**src/design/dwg_pkg.sv**
```systemverilog
`timescale 1ns / 1ps
`default_nettype none

package dwg_pkg;

    localparam int ACC_BITS   = 28;
    localparam int PHASE_BITS = 12;

    localparam int WORD_BITS  = 16;
    localparam int DATA_BITS  = 14;
    localparam int FREQ_BITS  = 28;
    localparam int PWORD_BITS = 12;
    localparam int PIDX_BITS  = 12;
    localparam int TRI_BITS   = 10;
    localparam int WAVE_BITS  = 2;

    // control register bit positions
    localparam int C_MODE    = 1;
    localparam int C_DIV2    = 3;
    localparam int C_OPBITEN = 5;
    localparam int C_SLEEP12 = 6;
    localparam int C_SLEEP1  = 7;
    localparam int C_RESET   = 8;
    localparam int C_PSELECT = 10;
    localparam int C_FSELECT = 11;
    localparam int C_HLB     = 12;
    localparam int C_B28     = 13;

    // request kinds
    localparam logic [1:0] KIND_CTRL  = 2'd0;
    localparam logic [1:0] KIND_FREQ  = 2'd1;
    localparam logic [1:0] KIND_PHASE = 2'd2;
    localparam logic [1:0] KIND_TICK  = 2'd3;

    // serial address field
    localparam logic [1:0] ADDR_CTRL  = 2'd0;
    localparam logic [1:0] ADDR_PHASE = 2'd3;

    localparam logic [WAVE_BITS-1:0] WAVE_SINE     = 2'd0;
    localparam logic [WAVE_BITS-1:0] WAVE_TRIANGLE = 2'd1;
    localparam logic [WAVE_BITS-1:0] WAVE_SQUARE   = 2'd2;

    localparam int QUEUE_DEPTH = 2;

    typedef struct packed {
        logic [1:0]           kind;
        logic                 sel;
        logic [DATA_BITS-1:0] data;
    } cmd_t;

endpackage

`default_nettype wire

```
**src/design/dds_waveform_generator_regs_core.sv**
```systemverilog
`timescale 1ns / 1ps
`default_nettype none

// DDS core with serial register file. Each request is a 16-bit command word
// or one master-clock tick, and each returns one result showing the state
// after it. One request per cycle is sustained while the downstream side takes
// results; a request is held first in the two-entry request queue, then its
// result in the back end's result register, where all state updates and the
// phase add happen in the same cycle. in_ready falls only when the queue is
// full behind a result that the downstream side is not taking.
module dds_waveform_generator_regs_core (
    input  wire logic                           clk,
    input  wire logic                           rst_n,
    input  wire logic                           in_valid,
    output logic                                in_ready,
    input  wire logic                           op,
    input  wire logic [dwg_pkg::WORD_BITS-1:0]  word,
    output logic                                out_valid,
    input  wire logic                           out_ready,
    output logic [dwg_pkg::PIDX_BITS-1:0]       phase_index,
    output logic [dwg_pkg::TRI_BITS-1:0]        triangle_code,
    output logic                                square_bit,
    output logic [dwg_pkg::WAVE_BITS-1:0]       waveform,
    output logic                                dac_asleep,
    output logic [dwg_pkg::DATA_BITS-1:0]       control_readback
);
    import dwg_pkg::*;

    logic head_valid;
    cmd_t head;
    logic pop;

    dwg_front u_front (
        .clk        (clk),
        .rst_n      (rst_n),
        .in_valid   (in_valid),
        .in_ready   (in_ready),
        .op         (op),
        .word       (word),
        .head_valid (head_valid),
        .head       (head),
        .pop        (pop)
    );

    dwg_back u_back (
        .clk              (clk),
        .rst_n            (rst_n),
        .head_valid       (head_valid),
        .head             (head),
        .pop              (pop),
        .out_valid        (out_valid),
        .out_ready        (out_ready),
        .phase_index      (phase_index),
        .triangle_code    (triangle_code),
        .square_bit       (square_bit),
        .waveform         (waveform),
        .dac_asleep       (dac_asleep),
        .control_readback (control_readback)
    );

    // a full queue only builds up behind a stalled result
    a_full_needs_stall: assert property (@(posedge clk) disable iff (!rst_n)
        !in_ready |-> out_valid)
        else $error("request queue full without a pending result");

    a_reset_clears_div: assert property (@(posedge clk) disable iff (!rst_n)
        out_valid && control_readback[C_RESET] && !control_readback[C_DIV2]
        |-> !square_bit)
        else $error("square divider not held clear under RESET");

    a_wave_legal: assert property (@(posedge clk) disable iff (!rst_n)
        out_valid |-> (waveform == WAVE_SINE || waveform == WAVE_TRIANGLE
                       || waveform == WAVE_SQUARE))
        else $error("illegal waveform select");

    a_pop_has_head: assert property (@(posedge clk) disable iff (!rst_n)
        pop |-> head_valid)
        else $error("back end took from an empty queue");

endmodule

`default_nettype wire

```
**src/design/dwg_front.sv**
```systemverilog
`timescale 1ns / 1ps
`default_nettype none

module dwg_front (
    input  wire logic                         clk,
    input  wire logic                         rst_n,
    input  wire logic                         in_valid,
    output logic                              in_ready,
    input  wire logic                         op,
    input  wire logic [dwg_pkg::WORD_BITS-1:0] word,
    output logic                              head_valid,
    output dwg_pkg::cmd_t                     head,
    input  wire logic                         pop
);
    import dwg_pkg::*;

    cmd_t       entry_reg [QUEUE_DEPTH];
    logic       wr_ptr_reg, wr_ptr_next;
    logic       rd_ptr_reg, rd_ptr_next;
    logic [1:0] count_reg, count_next;
    cmd_t       cmd;
    logic       push;
    logic       do_pop;

    // classify the incoming request
    always_comb
    begin
        cmd.data = word[DATA_BITS-1:0];
        cmd.sel  = 1'b0;
        cmd.kind = KIND_TICK;
        if (!op)
        begin
            priority if (word[15:14] == ADDR_CTRL)
            begin
                cmd.kind = KIND_CTRL;
            end
            else if (word[15:14] == ADDR_PHASE)
            begin
                cmd.kind = KIND_PHASE;
                cmd.sel  = word[13];
            end
            else
            begin
                cmd.kind = KIND_FREQ;
                cmd.sel  = word[15];
            end
        end
    end

    assign in_ready   = (count_reg != 2'(QUEUE_DEPTH));
    assign push       = in_valid && in_ready;
    assign head_valid = (count_reg != 2'd0);
    assign do_pop     = pop && head_valid;
    assign head       = entry_reg[rd_ptr_reg];

    always_comb
    begin
        wr_ptr_next = push ? ~wr_ptr_reg : wr_ptr_reg;
        rd_ptr_next = do_pop ? ~rd_ptr_reg : rd_ptr_reg;
        count_next  = count_reg + 2'(push) - 2'(do_pop);
    end

    always_ff @(posedge clk or negedge rst_n)
    begin
        if (!rst_n)
        begin
            wr_ptr_reg <= 1'b0;
            rd_ptr_reg <= 1'b0;
            count_reg  <= 2'd0;
        end
        else
        begin
            wr_ptr_reg <= wr_ptr_next;
            rd_ptr_reg <= rd_ptr_next;
            count_reg  <= count_next;
        end
    end

    always_ff @(posedge clk)
    begin
        if (push)
        begin
            entry_reg[wr_ptr_reg] <= cmd;
        end
    end

endmodule

`default_nettype wire

```
**src/design/dwg_back.sv**
```systemverilog
`timescale 1ns / 1ps
`default_nettype none

module dwg_back (
    input  wire logic                           clk,
    input  wire logic                           rst_n,
    input  wire logic                           head_valid,
    input  wire dwg_pkg::cmd_t                  head,
    output logic                                pop,
    output logic                                out_valid,
    input  wire logic                           out_ready,
    output logic [dwg_pkg::PIDX_BITS-1:0]       phase_index,
    output logic [dwg_pkg::TRI_BITS-1:0]        triangle_code,
    output logic                                square_bit,
    output logic [dwg_pkg::WAVE_BITS-1:0]       waveform,
    output logic                                dac_asleep,
    output logic [dwg_pkg::DATA_BITS-1:0]       control_readback
);
    import dwg_pkg::*;

    logic [DATA_BITS-1:0]  ctrl_reg, ctrl_next;
    logic [FREQ_BITS-1:0]  freq_reg [2];
    logic [FREQ_BITS-1:0]  freq_next [2];
    logic [PWORD_BITS-1:0] pword_reg [2];
    logic [PWORD_BITS-1:0] pword_next [2];
    logic                  pend_reg, pend_next;
    logic [DATA_BITS-1:0]  pend_low_reg, pend_low_next;
    logic [ACC_BITS-1:0]   acc_reg, acc_next;
    logic                  div_reg, div_next;
    logic                  msb_reg, msb_next;
    logic                  out_valid_reg, out_valid_next;

    logic [PIDX_BITS-1:0]  pidx_reg;
    logic [TRI_BITS-1:0]   tri_reg;
    logic                  sq_reg;
    logic [WAVE_BITS-1:0]  wave_reg;
    logic                  asleep_reg;
    logic [DATA_BITS-1:0]  rdbk_reg;

    logic [ACC_BITS+FREQ_BITS-1:0]    freq_ext;
    logic [PHASE_BITS+PWORD_BITS-1:0] pword_ext;
    logic [PHASE_BITS-1:0]            phase;
    logic [PHASE_BITS+TRI_BITS-1:0]   tri_wide;
    logic [PHASE_BITS+PIDX_BITS-1:0]  pidx_ext;
    logic [TRI_BITS-1:0]              tri_code;
    logic [PIDX_BITS-1:0]             pidx_val;
    logic [WAVE_BITS-1:0]             wave_val;
    logic                             take;

    assign take = head_valid && (!out_valid_reg || out_ready);
    assign pop  = take;

    always_comb
    begin
        ctrl_next     = ctrl_reg;
        freq_next     = freq_reg;
        pword_next    = pword_reg;
        pend_next     = pend_reg;
        pend_low_next = pend_low_reg;
        acc_next      = acc_reg;
        freq_ext      = {{ACC_BITS{1'b0}}, freq_reg[ctrl_reg[C_FSELECT]]};

        unique case (head.kind)
            KIND_CTRL:
            begin
                ctrl_next = head.data;
                pend_next = 1'b0;
                if (head.data[C_RESET])
                begin
                    acc_next = '0;
                end
            end
            KIND_PHASE:
            begin
                pword_next[head.sel] = head.data[PWORD_BITS-1:0];
            end
            KIND_FREQ:
            begin
                priority if (ctrl_reg[C_B28])
                begin
                    if (!pend_reg)
                    begin
                        pend_low_next = head.data;
                        pend_next     = 1'b1;
                    end
                    else
                    begin
                        freq_next[head.sel] = {head.data, pend_low_reg};
                        pend_next           = 1'b0;
                    end
                end
                else if (ctrl_reg[C_HLB])
                begin
                    freq_next[head.sel][FREQ_BITS-1:DATA_BITS] = head.data;
                end
                else
                begin
                    freq_next[head.sel][DATA_BITS-1:0] = head.data;
                end
            end
            KIND_TICK:
            begin
                priority if (ctrl_reg[C_RESET])
                begin
                    acc_next = '0;
                end
                else if (!ctrl_reg[C_SLEEP1])
                begin
                    acc_next = acc_reg + freq_ext[ACC_BITS-1:0];
                end
            end
            default:
            begin
                acc_next = acc_reg;
            end
        endcase

        // phase after this request
        pword_ext = {{PHASE_BITS{1'b0}}, pword_next[ctrl_next[C_PSELECT]]};
        phase     = acc_next[ACC_BITS-1 -: PHASE_BITS] + pword_ext[PHASE_BITS-1:0];
        msb_next  = phase[PHASE_BITS-1];

        // divider toggles on a rising phase MSB, held clear under RESET
        div_next = ctrl_next[C_RESET] ? 1'b0 : (div_reg ^ (!msb_reg && msb_next));

        // ten bits below the MSB, left-justified when the phase is narrow
        tri_wide = {phase, {TRI_BITS{1'b0}}};
        tri_code = tri_wide[PHASE_BITS+TRI_BITS-2 -: TRI_BITS];
        if (msb_next)
        begin
            tri_code = ~tri_code;
        end

        pidx_ext = {{PIDX_BITS{1'b0}}, phase};
        pidx_val = pidx_ext[PIDX_BITS-1:0];

        priority if (ctrl_next[C_OPBITEN])
        begin
            wave_val = WAVE_SQUARE;
        end
        else if (ctrl_next[C_MODE])
        begin
            wave_val = WAVE_TRIANGLE;
        end
        else
        begin
            wave_val = WAVE_SINE;
        end

        out_valid_next = take || (out_valid_reg && !out_ready);
    end

    always_ff @(posedge clk or negedge rst_n)
    begin
        if (!rst_n)
        begin
            ctrl_reg      <= '0;
            freq_reg[0]   <= '0;
            freq_reg[1]   <= '0;
            pword_reg[0]  <= '0;
            pword_reg[1]  <= '0;
            pend_reg      <= 1'b0;
            pend_low_reg  <= '0;
            acc_reg       <= '0;
            div_reg       <= 1'b0;
            msb_reg       <= 1'b0;
            out_valid_reg <= 1'b0;
        end
        else
        begin
            out_valid_reg <= out_valid_next;
            if (take)
            begin
                ctrl_reg     <= ctrl_next;
                freq_reg     <= freq_next;
                pword_reg    <= pword_next;
                pend_reg     <= pend_next;
                pend_low_reg <= pend_low_next;
                acc_reg      <= acc_next;
                div_reg      <= div_next;
                msb_reg      <= msb_next;
            end
        end
    end

    always_ff @(posedge clk)
    begin
        if (take)
        begin
            pidx_reg   <= pidx_val;
            tri_reg    <= tri_code;
            sq_reg     <= ctrl_next[C_DIV2] ? msb_next : div_next;
            wave_reg   <= wave_val;
            asleep_reg <= ctrl_next[C_SLEEP12];
            rdbk_reg   <= ctrl_next;
        end
    end

    assign out_valid        = out_valid_reg;
    assign phase_index      = pidx_reg;
    assign triangle_code    = tri_reg;
    assign square_bit       = sq_reg;
    assign waveform         = wave_reg;
    assign dac_asleep       = asleep_reg;
    assign control_readback = rdbk_reg;

endmodule

`default_nettype wire

```
**config.mk**
```make
export PLATFORM = sky130hd
export DESIGN_NAME = dds_waveform_generator_regs_core
export DESIGN_NICKNAME = d
export VERILOG_FILES = /design/src/design/dwg_pkg.sv /design/src/design/dds_waveform_generator_regs_core.sv /design/src/design/dwg_front.sv /design/src/design/dwg_back.sv
export SDC_FILE = /design/constraint.sdc
export NUM_CORES = 1
export LEC_CHECK = 0
export BUFFER_PORTS_ARGS = -buffer_cell sky130_fd_sc_hd__buf_2
export CAP_MARGIN = 10
export CORE_MARGIN = 2
export CORE_UTILIZATION = 34
export CTS_CLUSTER_DIAMETER = 120
export DETAILED_ROUTE_END_ITERATION = 10
export PLACE_DENSITY_LB_ADDON = 0.15
export SYNTH_ARGS = -nofsm -noshare
export SYNTH_HDL_FRONTEND = slang
export SYNTH_SLANG_ARGS = --single-unit
```
**constraint.sdc**
```tcl
create_clock -name clk -period 7.4 [get_ports clk]
set_clock_uncertainty 0.05 [all_clocks]
set_input_delay 0.37 -clock clk [delete_from_list [all_inputs] [get_ports clk]]
set_output_delay 0.37 -clock clk [all_outputs]
set_load 0.1 [all_outputs]
```
== After elaboration in Yosys (flattened, before gate mapping) ==
Memory sizes are Yosys's and may differ from the RTL's.
Index checks and enable logic that the tools add are counted.
Storage, ports and cells
  memories kept: 1
  latch bits: 0
  register bits: 184
  output and inout port bits: 42
  bits in read-only memories: 0
  memory bits (writable): 34
  input bits: 21
  logic and storage cells: 107
Memories
  u_front.entry_reg: depth 2, bits a word 17, read ports 1, clocked after memory_dff 0, wr ports 1, RTL line dwg_front.sv:17  | cmd_t entry_reg [QUEUE_DEPTH];
Operators by class
  $lt $le $gt $ge: 4
  shifts and indexed selects: 0
  reduce and logical (&&, ||, !) cells: 20
  add/sub/neg operators: 4
  bitwise gates (word level): 8
  equal/unequal tests: 9
  div/mod/pow operators: 0
  multiplexer cells: 40
  $mul: 0
Operator list (count)
  28-bit 2-to-1 mux: 8
  56-bit bitwise mux: 3
  56-bit 2-to-1 mux: 3
  28-bit demux with 1-bit select: 3
  28-bit case mux with 2 select lines: 1
  12-bit 2-to-1 mux: 4
  28-bit adder: 1
  14-bit 2-to-1 mux: 2
  24-bit bitwise mux: 1
  24-bit 2-to-1 mux: 1
  12-bit adder: 1
  12-bit demux with 1-bit select: 1
  10-bit 2-to-1 mux: 1
  10-bit inverter: 1
  1-bit 2-to-1 mux: 8
  4-bit AND reduction: 2
  2-bit equality test, second input constant: 3
  2-bit greater-or-equal comparator, second input constant: 3
  1-bit logical AND: 6
  3-bit 2-to-1 mux: 2
  1-bit inverter with 2-bit output: 3
  3-bit AND reduction: 2
  2-bit nonzero test: 3
  2-bit logical NOT: 2
  other kinds (13): 20

== Longest topological paths before layout ==
An unclocked memory read counts as a cell.
  depth in word-level cells: 16
  mapped depth: 28
  mapped depth without buffers: 27

== Hierarchy ==
From an unflattened synthesis, not the netlist that was laid out.
Unflattened totals
  cell total of the unflattened synthesis: 961
  area total of the unflattened synthesis: 11018.1 µm²
Modules (own cells, without submodules)
  dwg_back: area each 9529.1 µm², instances 1, seq. area each 4674.5 µm², cells each 880
  dwg_front: area each 1488.9 µm², instances 1, seq. area each 1121.1 µm², cells each 81

== Worst setup path after synthesis ==
OpenSTA, ideal clock, no wires.
  kind: register to register
  from: register u_back.ctrl_reg[11]
  to: register u_back.sq_reg, in the netlist u_back.square_bit (data pin)
  data arrival time: 5.627 ns
  path buffers: 1
  stages on the path, launching flop included: 26
  setup slack: 1.462 ns
  library setup time: 0.261 ns
  clock period less this slack: 5.938 ns
  required time: 7.089 ns
  cell sequence: dfrtp_1 > buf_1 > mux2_2 > ha_1 > fa_1 > a21o_1 > a21oi_1 > o21bai_1 > a211oi_1 > nor3_1 > o31ai_1 > a21oi_1 > a31oi_1 > nor4bb_1 > a31oi_1 > o21ai_0 > ha_1 > or3_1 > a211o_1 > o211ai_1 > xor2_1 > nor2_1 > a211o_1 > a21oi_4 > inv_2 > a221o_1
Between the ends
  word-level cells in the longest chain between the ends: 13
RTL lines
  start: declaration: RTL line dwg_back.sv:21  | logic [DATA_BITS-1:0] ctrl_reg, ctrl_next;
  start signal: assignment: RTL line dwg_back.sv:174  | ctrl_reg <= ctrl_next;
  1-bit inverter with 2-bit output (not written as such) (*): RTL line dwg_back.sv:61  | freq_ext = {{ACC_BITS{1'b0}}, freq_reg[ctrl_reg[C_FSELECT]]};
  28-bit 2-to-1 mux (not written as such) (*) (3 in series): RTL line dwg_back.sv:61
  28-bit adder (*): RTL line dwg_back.sv:109  | acc_next = acc_reg + freq_ext[ACC_BITS-1:0];
  28-bit 2-to-1 mux (*): RTL line dwg_back.sv:107  | else if (!ctrl_reg[C_SLEEP1])
  28-bit 2-to-1 mux (*): RTL line dwg_back.sv:103  | priority if (ctrl_reg[C_RESET])
  28-bit case mux with 2 select lines (*): RTL line dwg_back.sv:63  | unique case (head.kind)
  via u_back.acc_next[26]: RTL line dwg_back.sv:28  | logic [ACC_BITS-1:0] acc_reg, acc_next;
  12-bit adder (*): RTL line dwg_back.sv:120  | phase = acc_next[ACC_BITS-1 -: PHASE_BITS] + pword_ext[PHASE_BITS-1:0];
  via u_back.phase[11]: RTL line dwg_back.sv:42  | logic [PHASE_BITS-1:0] phase;
  1-bit logical AND: RTL line dwg_back.sv:124  | div_next = ctrl_next[C_RESET] ? 1'b0 : (div_reg ^ (!msb_reg && msb_next));
  1-bit bitwise XOR: RTL line dwg_back.sv:124
  1-bit 2-to-1 mux: RTL line dwg_back.sv:124
  1-bit 2-to-1 mux (*): RTL line dwg_back.sv:192  | sq_reg <= ctrl_next[C_DIV2] ? msb_next : div_next;
  end signal: assignment: RTL line dwg_back.sv:192
  end: declaration: RTL line dwg_back.sv:35  | logic sq_reg;
The timed path passes the listed nets; every way through them passes the cells marked *. The select of a mux whose other input is x is not followed.
A chain may end at the register's enable or synchronous reset.

== Worst setup path after layout ==
Ends and elaborated chain as after synthesis.

==> results.json <==
{
  "synth_area_per_cell_um2": 10.8,
  "cts-root-buf": "clkbuf_16",
  "worstPathRequired_ns": 7.63,
  "r2r_cells": 25,
  "synth_seq_cells": 217,
  "relSlewSlack": 0.272,
  "fin_ws_ns": 0.609,
  "ys_types": 60,
  "fmax_ghz": 0.147,
  "hpwl_um": 18400,
  "crit_arrival_ns": 7.02,
  "synth_top_family_by_area": "compound AO/OA/AOI/OAI gates",
  "htree_levels": 1,
  "pin_count": 63,
  "min_period_ns": 6.79,
  "placedCellCount": 1447,
  "critPathLaunchType": "register",
  "fin_nets": 1156,
  "instances_no_fill": 1509,
  "synthAdderAreaFrac": 0.0556,
  "drt-initial-drc-count": 439,
  "clockBufferDepth": 3,
  "status": "completed",
  "grt_pass1_wl_um": 42400,
  "dp_slack_ns": 0.673,
  "maxSlewViolCount": 0,
  "dr.pass1.iters": 5,
  "largest_reg_flops": 56,
  "routed_via_density": 5.03,
  "port_buffers": 62,
  "setup_tns_ns": 0,
  "final-hold-violation-count": 0,
  "antenna_found_initial": 0,
  "placeableCoreArea_mm2": 0.0315,
  "numCtsBuffers": 26,
  "clk_pin_slew_worst_paths_ns": 0.06,
  "place_congestion": 0.807,
  "cts_setup_buffers": 0,
  "min_to": "u_front.entry_reg[0][15]",
  "ys_seq_area_frac": 0.535,
  "synth_mux_area_frac": 0.0686,
  "syn_area_mm2": 0.0108,
  "routedWlPerCell_um": 17.7,
  "setup_viol": 0,
  "cts_tree": "done",
  "cts_resized": 0,
  "hp-start": "op",
  "grt_max_degree": 100,
  "grt_pass1_vias": 7313,
  "die_x_um": 183,
  "wl_um": 26800,
  "drc": 0,
  "worstSetupEndpointType": "register",
  "drive_gt1_frac": 0.170,
  "synth_xor_area_frac": 0.0356,
  "die_h_um": 183,
  "crit_type": "reg2reg",
  "synthCells": 1003,
  "synth_compound_area_frac": 0.175,
  "rr_endpoint": "u_back.square_bit",
  "synth-edff-count": 73,
  "antenna_left": 0,
  "syn_nets": 1071,
  "postLayoutCoreUtil": 0.402,
  "fp.dieArea_mm2": 0.0333,
  "hold_class": "in2reg",
  "hold_depth": 2,
  "vias": 7584,
  "postCtsHoldBufs": 15,
  "async_reset_ff_frac": 0.664,
  "diodes": 0,
  "overflow": 0,
  "r2r-start": "u_back.ctrl_reg[11]",
  "initial_core_util": 0.344,
  "r2r_slack_ns": 0.61,
  "period_share": 0.918,
  "rsz0062_at_grt": "no",
  "synth-simple-area-share": 0.104,
  "yosysWarnings": 0,
  "areaGrowthSynthToFinish_pct": 16.6,
  "synthFlopType": "dfrtp_1",
  "gr-usage-all-layers": 0.163,
  "cts.sinks": 217,
  "path_max_fanout": 13,
  "rows": 65,
  "clk_latency_ns": 0.54,
  "cap_viol_max_count": 0,
  "worst_pin_slew_ns": 1.09
}
cells in the final DEF, fill, tap and decap left out, types with 9 or more instances in the layout:
| master | count |
|---|---|
| o221ai_1 | 10 |
| dlygate4sd3_1 | 15 |
| and3_1 | 9 |
| dfrtp_1 | 144 |
| xor2_1 | 10 |
| a21oi_1 | 124 |
| a21o_1 | 29 |
| ha_1 | 45 |
| buf_2 | 61 |
| clkbuf_16 | 26 |
| a22o_1 | 30 |
| a22oi_1 | 16 |
| o21ai_0 | 48 |
| nor3_1 | 15 |
| buf_4 | 26 |
| nor2_1 | 117 |
| nand2b_1 | 10 |
| mux2_2 | 42 |
| edfxtp_1 | 73 |
| nand2_1 | 68 |
| xnor2_1 | 34 |
| mux2i_1 | 27 |
| inv_1 | 24 |
synthesized netlist by cell type (3+ instances only):
cell type / count / area, um^2
a211oi_1: 3 / 22.5
a21o_1: 29 / 218
a21oi_1: 124 / 621
a22o_1: 30 / 263
a22oi_1: 16 / 120
a31oi_1: 7 / 43.8
and2_1: 4 / 25.0
and3_1: 9 / 56.3
buf_1: 9 / 33.8
clkbuf_1: 33 / 124
dfrtp_1: 144 / 3600
edfxtp_1: 73 / 2190
ha_1: 45 / 563
inv_1: 24 / 90.1
mux2_2: 42 / 473
mux2i_1: 27 / 270
nand2_1: 68 / 255
nand2b_1: 10 / 62.6
nand3_1: 7 / 35.0
nor2_1: 117 / 439
nor2b_1: 4 / 25.0
nor3_1: 18 / 90.1
o21ai_0: 48 / 240
o21bai_1: 4 / 30.0
o221ai_1: 10 / 87.6
o31ai_1: 3 / 22.5
or2_2: 4 / 25.0
or3_1: 6 / 37.5
xnor2_1: 34 / 298
xor2_1: 10 / 87.6
worst max path at each step:
stage / from / to / slack (ns) / cells past startpoint
2_1_floorplan: u_back.ctrl_reg[11] / u_back.square_bit / 1.46 / 25
3_3_place_gp: u_back.ctrl_reg[11] / u_back.square_bit / 0.85 / 25
3_5_place_dp: u_back.ctrl_reg[11] / u_back.square_bit / 0.67 / 25
4_1_cts: u_back.ctrl_reg[11] / u_back.square_bit / 0.60 / 25
5_1_grt: u_back.ctrl_reg[11] / u_back.square_bit / 0.26 / 25
6_report: u_back.ctrl_reg[11] / u_back.square_bit / 0.61 / 25
layout make-up:
class,instances,area (um^2)
Clock buffer,36,728
Clock inverter,11,68.8
Fill cell,3075,18800
Inverter,26,97.6
Multi-Input combinational cell,714,4780
Sequential cell,217,5800
Tap cell,402,503
Timing Repair Buffer,103,662
metal layers:
layer  track usage  share of wire  vias to the layer above
met3        0.0243          0.035                       35
met1         0.242           0.51                     3595
met5             0              0                        -
met4        0.0448          0.026                        0
met2         0.247           0.43                      144
li1              -              -                     3810
logic make-up after synthesis:
kind of cell             count (synthesis)
flip-flops                             217
buffers and inverters                   72
AND/OR/NAND/NOR                        256
adder cells (fa/ha/maj)                 47
XOR/XNOR                                44
multiplexers                            69
AO/OA/AOI/OAI                          298
through the flow:
| stage | instance area, um^2 | hold slack, ns |
|---|---|---|
| floorplan | 10800 | 0.0244 |
| global placement | 11700 | 0.411 |
| detailed placement | 11700 | 0.417 |
| CTS | 12600 | 0.0715 |
| global route | 12600 | 0.0782 |
| finish | 12600 | 0.0932 |
critical path, stage by stage, from the launching register on:
cell and delay (ns):
dfrtp_1 0.35, buf_4 0.20, mux2_2 0.36, ha_1 0.23, fa_1 0.46, a21o_1 0.20
a21oi_1 0.22, o21bai_1 0.15, a211oi_1 0.38, nor3_1 0.15, o31ai_1 0.32, a21oi_1 0.16
a31oi_1 0.33, nor4bb_1 0.10, a31oi_1 0.20, o21ai_0 0.12, ha_1 0.23, or3_1 0.37
a211o_1 0.23, o211ai_1 0.11, xor2_1 0.31, nor2_1 0.10, a211o_1 0.33, a21oi_4 0.44
inv_2 0.11, a221o_1 0.33
Power is left out: the tool's default activity adds up to more than one toggle a clock period on the data nets, which glitch-free logic cannot reach.
